<file path="src/sv/usm_pkg.sv">
`timescale 1ns / 1ps
// usm_pkg: widths, constants, register codes and helpers of the UV sphere point block.
// No dependencies.
package usm_pkg;

  localparam int MAX_DIVISIONS = 256;
  localparam int CNT_W         = 9;
  localparam int RAD_W         = 16;
  localparam int IDX_W         = 9;
  localparam int POS_W         = 17;
  localparam int VTX_W         = 17;
  localparam int CFG_IDX_W     = 2;
  localparam int CFG_DATA_W    = 16;

  localparam logic [CFG_IDX_W-1:0] REG_RADIUS     = 2'd0;
  localparam logic [CFG_IDX_W-1:0] REG_LAT_COUNT  = 2'd1;
  localparam logic [CFG_IDX_W-1:0] REG_LONG_COUNT = 2'd2;

  localparam logic [RAD_W-1:0] RADIUS_RESET = 16'd256;
  localparam logic [CNT_W-1:0] COUNT_RESET  = 9'd16;

  // angle path
  localparam int NUM_W        = 42;
  localparam int QUO_W        = 36;
  localparam int DIV_BPS      = 4;
  localparam int DIV_STAGES   = QUO_W / DIV_BPS;
  localparam int REM_W        = 8;
  localparam int ANG_W        = 34;
  localparam int TRIG_W       = 32;
  localparam int CORDIC_STEPS = 30;
  localparam int CORDIC_PER   = 3;
  localparam int CORDIC_STAGES = CORDIC_STEPS / CORDIC_PER;
  localparam int SCALE_STAGES = 4;
  localparam int LATENCY      = 1 + DIV_STAGES + CORDIC_STAGES + 2 + SCALE_STAGES;

  localparam logic [QUO_W-1:0] PI_Q30            = 36'd3373259426;
  localparam logic [QUO_W-1:0] HALF_PI_Q30       = 36'd1686629713;
  localparam logic [QUO_W-1:0] THREE_HALF_PI_Q30 = 36'd5059889139;
  localparam logic [QUO_W-1:0] TWO_PI_Q30        = 36'd6746518852;
  localparam logic signed [ANG_W-1:0] CORDIC_K   = 34'sd652032874;
  localparam logic signed [POS_W-1:0] POS_LIMIT  = 17'sd65535;

  typedef struct packed {
    logic             inr;
    logic             qv;
    logic [VTX_W-1:0] k1;
    logic [VTX_W-1:0] k2;
  } usm_side_t;

  function automatic logic signed [ANG_W-1:0] atan_q30(input int k);
    logic signed [ANG_W-1:0] a;
    unique case (k)
      0:  a = 34'sd843314857;
      1:  a = 34'sd497837829;
      2:  a = 34'sd263043837;
      3:  a = 34'sd133525159;
      4:  a = 34'sd67021687;
      5:  a = 34'sd33543516;
      6:  a = 34'sd16775851;
      7:  a = 34'sd8388437;
      8:  a = 34'sd4194283;
      9:  a = 34'sd2097149;
      default: a = (k < CORDIC_STEPS) ? (34'sd1 <<< (30 - k)) : 34'sd0;
    endcase
    return a;
  endfunction

  function automatic logic [CNT_W-1:0] clamp_count(input logic [CFG_DATA_W-1:0] v);
    logic [CNT_W-1:0] c;
    c = v[CNT_W-1:0];
    if (c == '0) c = CNT_W'(1);
    else if (c > CNT_W'(MAX_DIVISIONS)) c = CNT_W'(MAX_DIVISIONS);
    return c;
  endfunction

endpackage

</file>
<file path="src/sv/usm_div.sv">
`timescale 1ns / 1ps
// usm_div: pipelined restoring divider, four quotient bits per stage.
// Depends on usm_pkg. Numerator must satisfy num < den * 2**QUO_W.
module usm_div (
  input  logic                      clk,
  input  logic                      en,
  input  logic [usm_pkg::NUM_W-1:0] num,
  input  logic [usm_pkg::CNT_W-1:0] den,
  output logic [usm_pkg::QUO_W-1:0] quo
);
  import usm_pkg::*;

  logic [REM_W-1:0] rem_s [DIV_STAGES+1];
  logic [QUO_W-1:0] num_s [DIV_STAGES+1];
  logic [QUO_W-1:0] quo_s [DIV_STAGES+1];

  assign rem_s[0] = REM_W'(num[NUM_W-1:QUO_W]);
  assign num_s[0] = num[QUO_W-1:0];
  assign quo_s[0] = '0;

  for (genvar s = 0; s < DIV_STAGES; s++) begin : g_stage
    logic [REM_W-1:0] rem_next;
    logic [QUO_W-1:0] num_next;
    logic [QUO_W-1:0] quo_next;

    always_comb begin
      logic [REM_W:0] t;
      rem_next = rem_s[s];
      num_next = num_s[s];
      quo_next = quo_s[s];
      for (int b = 0; b < DIV_BPS; b++) begin
        t        = {rem_next, num_next[QUO_W-1]};
        num_next = {num_next[QUO_W-2:0], 1'b0};
        if (t >= den) begin
          rem_next = REM_W'(t - den);
          quo_next = {quo_next[QUO_W-2:0], 1'b1};
        end else begin
          rem_next = t[REM_W-1:0];
          quo_next = {quo_next[QUO_W-2:0], 1'b0};
        end
      end
    end

    always_ff @(posedge clk) begin
      if (en) begin
        rem_s[s+1] <= rem_next;
        num_s[s+1] <= num_next;
        quo_s[s+1] <= quo_next;
      end
    end
  end

  assign quo = quo_s[DIV_STAGES];

endmodule

</file>
<file path="config.mk">
export PLATFORM = sky130hd
export DESIGN_NAME = usm_div
export DESIGN_NICKNAME = d
export VERILOG_FILES = /design/src/sv/usm_pkg.sv /design/src/sv/usm_div.sv
export SDC_FILE = /design/constraint.sdc
export NUM_CORES = 1
export LEC_CHECK = 0
export ABC_AREA = 0
export BUFFER_PORTS_ARGS = -buffer_cell sky130_fd_sc_hd__buf_4
export CAP_MARGIN = 20
export CORE_MARGIN = 5
export CORE_UTILIZATION = 35
export DETAILED_ROUTE_END_ITERATION = 10
export PLACE_DENSITY_LB_ADDON = 0.2
export SLEW_MARGIN = 5
export SYNTH_ARGS = -nofsm -noshare
export SYNTH_HDL_FRONTEND = slang
export SYNTH_SLANG_ARGS = --single-unit
export TNS_END_PERCENT = 50
</file>
<file path="constraint.sdc">
create_clock -name clk -period 17.2 [get_ports clk]
set_input_delay 2.58 -clock clk [delete_from_list [all_inputs] [get_ports clk]]
set_output_delay 2.58 -clock clk [all_outputs]
set_load 0.005 [all_outputs]
</file>
==> run_results.csv <==
group,metric,value,unit
yosys,synthMuxAreaShare,6.51,%
worst_setup_path,r2r_start,"rem_s[64]$_DFFE_PP_",
layout,syn2layout_area_growth,13.6,%
yosys,yosysWarnings,0,
min_path,min_path_type,"flop to flop",
yosys,synth-edff-count,388,
min_path,holdPathStages,0,
sta,grt_setup_unrepaired,"no",
worst_setup_path,slowest_stage,"a2111oi_4",
layout,n_antenna_cell,0,
worst_setup_path,r2r_slack,7.83,ns
global_route,grt_pass1_vias,19239,
sta,fmax,0.0842,GHz
cts,cts_hold_buf,0,
global_route,grt_max_degree,161,
cts,cts.clk_slew.worst_paths,0.06,ns
sta,tightest_slew,1.04,ns
yosys,netlist_area,27200,um^2
floorplanning,fp.dieW,289,um
layout,nFillCells,7452,
layout,fin_area,30900,um^2
floorplanning,io_pins,89,
floorplanning,initial_core_util,35.2,%
worst_setup_path,timing.critical_path.buf_inv,8,
floorplanning,die_h,289,um
routing,antenna_left,0,
layout,drive_gt1_share,13.0,%
worst_setup_path,reg2reg_to,"rem_s[62]$_DFFE_PP_",
routing,routed_via_density,5.21,
sta,whs,0.411,ns
yosys,synth_top_family_by_area,"adder cells",
yosys,syn_nets,2877,
sta,timing.final.crit_share,69.1,%
cts,clock_latency,0.59,ns
sta,relSlewSlack,31.0,%
worst_setup_path,cp_top_family,"compound AO/OA/AOI/OAI gates",
cts,numCtsBuffers,47,
sta,setup_viol,0,
sta,period_minus_slack,11.88,ns
yosys,synth_compound_area_share,15.7,%
sta,finalSetupTns,0,ns
yosys,synthXorXnorAreaFrac,4.22,%
routing,drt_iter0_drc,955,
sta,finalHoldViolCount,0,
min_path,hold_end,"quo[34]$_DFFE_PP_",
floorplanning,dieArea,83400,um^2
cts,cts_buffer_depth,3,
global_route,grt_usage,15.1,%
cts,cts_tree,"built",
routing,avgRoutedWirePerCell,17.5,um
routing,drtPass1Iterations,5,
yosys,seq_area_frac_synth,42.8,%
worst_setup_path,end_kind,"flop",
routing,vias,19212,
yosys,synth_ff_type,"edfxtp_1",
floorplanning,coreArea,77300,um^2
sta,finClkSkew,0.0279,ns
worst_setup_path,worst-path-max-fanout,32,
cts,cts-root-buf,"clkbuf_16",
global_route,grt_pass1_wl,103,mm
yosys,yosys.area_share.simple,10.6,%
cts,cts_sinks,388,
yosys,yosysUniqueCellTypes,70,
worst_setup_path,required,17.53,ns
routing,drcViolationCount,0,
worst_setup_path,start_kind,"primary input",
job,maxCapViolCount,0,
placement,dp_hpwl,45.3,mm
global_route,antenna_found_initial,0,
yosys,avgSynthCellArea,11.0,um^2
cts,cts_resized,0,
status,outcome,"completed",
layout,fin_nets,3019,
sta,finalMaxSlewViolations,0,
worst_setup_path,reg2reg_depth,31,
global_route,grt_remaining_overflow,0,
placement,routabilityCongestion,0.844,
worst_setup_path,cp.arrival,12.21,ns
yosys,synth_seq_cells,388,
floorplanning,row_count,102,
worst_setup_path,critPathKind,"primary input to flop",
placement,io_buffers,88,
cts,h-tree-depth,2,
routing,wl,64.6,mm
min_path,min_from,"quo_s[66]$_DFFE_PP_",
worst_setup_path,cp_slowest_stage_delay,0.72,ns
cts,postCtsSetupBuffers,0,
yosys,synth_adder_area_share,17.4,%
placement,placed_area,29300,um^2
yosys,synthCells,2467,
yosys,async_reset_ff_share,0,%
## layout by cell type, fill, tap and decap left out, drive strengths merged, types with 18 or more instances in the layout
cell and instances:
edfxtp 388, ha 322, nor2 204, inv 178, o21ai 159, a21oi 145, mux2 117, nand2 116
buf 114, xnor2 85, o21a 72, nor2b 58, clkbuf 55, nor3 49, a21o 46, xor2 46
mux2i 45, fa 35, nand3 34, nand4 28, a211oi 24, o31a 22, o221ai 22, a21boi 21
a221o 20, nand2b 19, o21bai 18, o211ai 18, clkinv 18
## sequential cells by signal, summed over array words and instances, names as in the netlist
signal and cells:
g_stage.$5.t 8, g_stage.num_next 112, num_s 24, quo 36, quo_s 144, rem_s 64
## final cells by class
| class | count | area (um^2) | share of cell area, % |
|---|---|---|---|
| Tap cell | 1040 | 1300 | 4.21 |
| Clock inverter | 31 | 355 | 1.15 |
| Inverter | 176 | 663 | 2.15 |
| Multi-Input combinational cell | 1882 | 14800 | 48.0 |
| Clock buffer | 55 | 1230 | 3.97 |
| Timing Repair Buffer | 114 | 888 | 2.87 |
| Sequential cell | 388 | 11700 | 37.7 |
## worst max-delay path by stage
| stage | from | to | depth (start not counted) |
|---|---|---|---|
| 2_1_floorplan | den[1] | rem_s[62]$_DFFE_PP_ | 33 |
| 3_3_place_gp | den[1] | rem_s[62]$_DFFE_PP_ | 34 |
| 3_5_place_dp | den[1] | rem_s[62]$_DFFE_PP_ | 34 |
| 4_1_cts | den[1] | rem_s[62]$_DFFE_PP_ | 34 |
| 5_1_grt | den[1] | rem_s[62]$_DFFE_PP_ | 34 |
| 6_report | den[1] | rem_s[62]$_DFFE_PP_ | 34 |
## cells by family after synthesis
logic type	after synthesis
and+or+nand+nor	598
buffers and inverters	197
adders and majority gates	357
DFF	388
AOI/OAI and AO/OA	634
xor gates and xnor gates	131
muxes	162
## cells in the mapped netlist, types with 5 or more instances
master / n / area share (%)
a211oi_1: 23 / 0.63
a21boi_0: 21 / 0.58
a21o_1: 46 / 1.3
a21oi_1: 145 / 2.7
a221o_1: 20 / 0.74
a31oi_1: 11 / 0.25
and2_1: 11 / 0.25
and3_1: 16 / 0.37
clkbuf_1: 15 / 0.21
edfxtp_1: 388 / 43
fa_1: 35 / 2.6
ha_1: 322 / 15
inv_1: 166 / 2.3
inv_2: 7 / 0.097
mux2_2: 116 / 4.8
mux2i_1: 45 / 1.7
nand2_1: 116 / 1.6
nand2b_1: 19 / 0.44
nand3_1: 34 / 0.63
nand3b_1: 7 / 0.19
nand4_1: 28 / 0.64
nor2_1: 204 / 2.8
nor2b_1: 58 / 1.3
nor3_1: 48 / 0.88
nor3b_1: 9 / 0.25
o211ai_1: 18 / 0.50
o21a_1: 72 / 2.0
o21ai_0: 157 / 2.9
o21bai_1: 18 / 0.50
o221ai_1: 20 / 0.64
o311ai_0: 5 / 0.16
o31a_1: 22 / 0.71
o31ai_1: 13 / 0.36
or2_2: 16 / 0.37
or3_1: 17 / 0.39
xnor2_1: 85 / 2.7
xor2_1: 46 / 1.5
## layer usage
layer  track usage, %  wire length [um]
met4             4.13              1520
met5                0                 0
met2             25.1             29800
met3             2.14              2370
met1             20.9             30800
## metrics by stage
stage / std cells / setup slack [ns] / utilization, %
after floorplan: 2467 / 5.81 / -
after global placement: 3598 / 5.04 / 37.9
after CTS: 3685 / 5.42 / 40.0
final: 3686 / 5.32 / 40.0
after detailed placement: 3599 / 4.83 / 37.9
after global routing: 3686 / 4.42 / 40.0
Power is left out: the tool's default activity adds up to more than one toggle a clock period on the data nets, which glitch-free logic cannot reach.
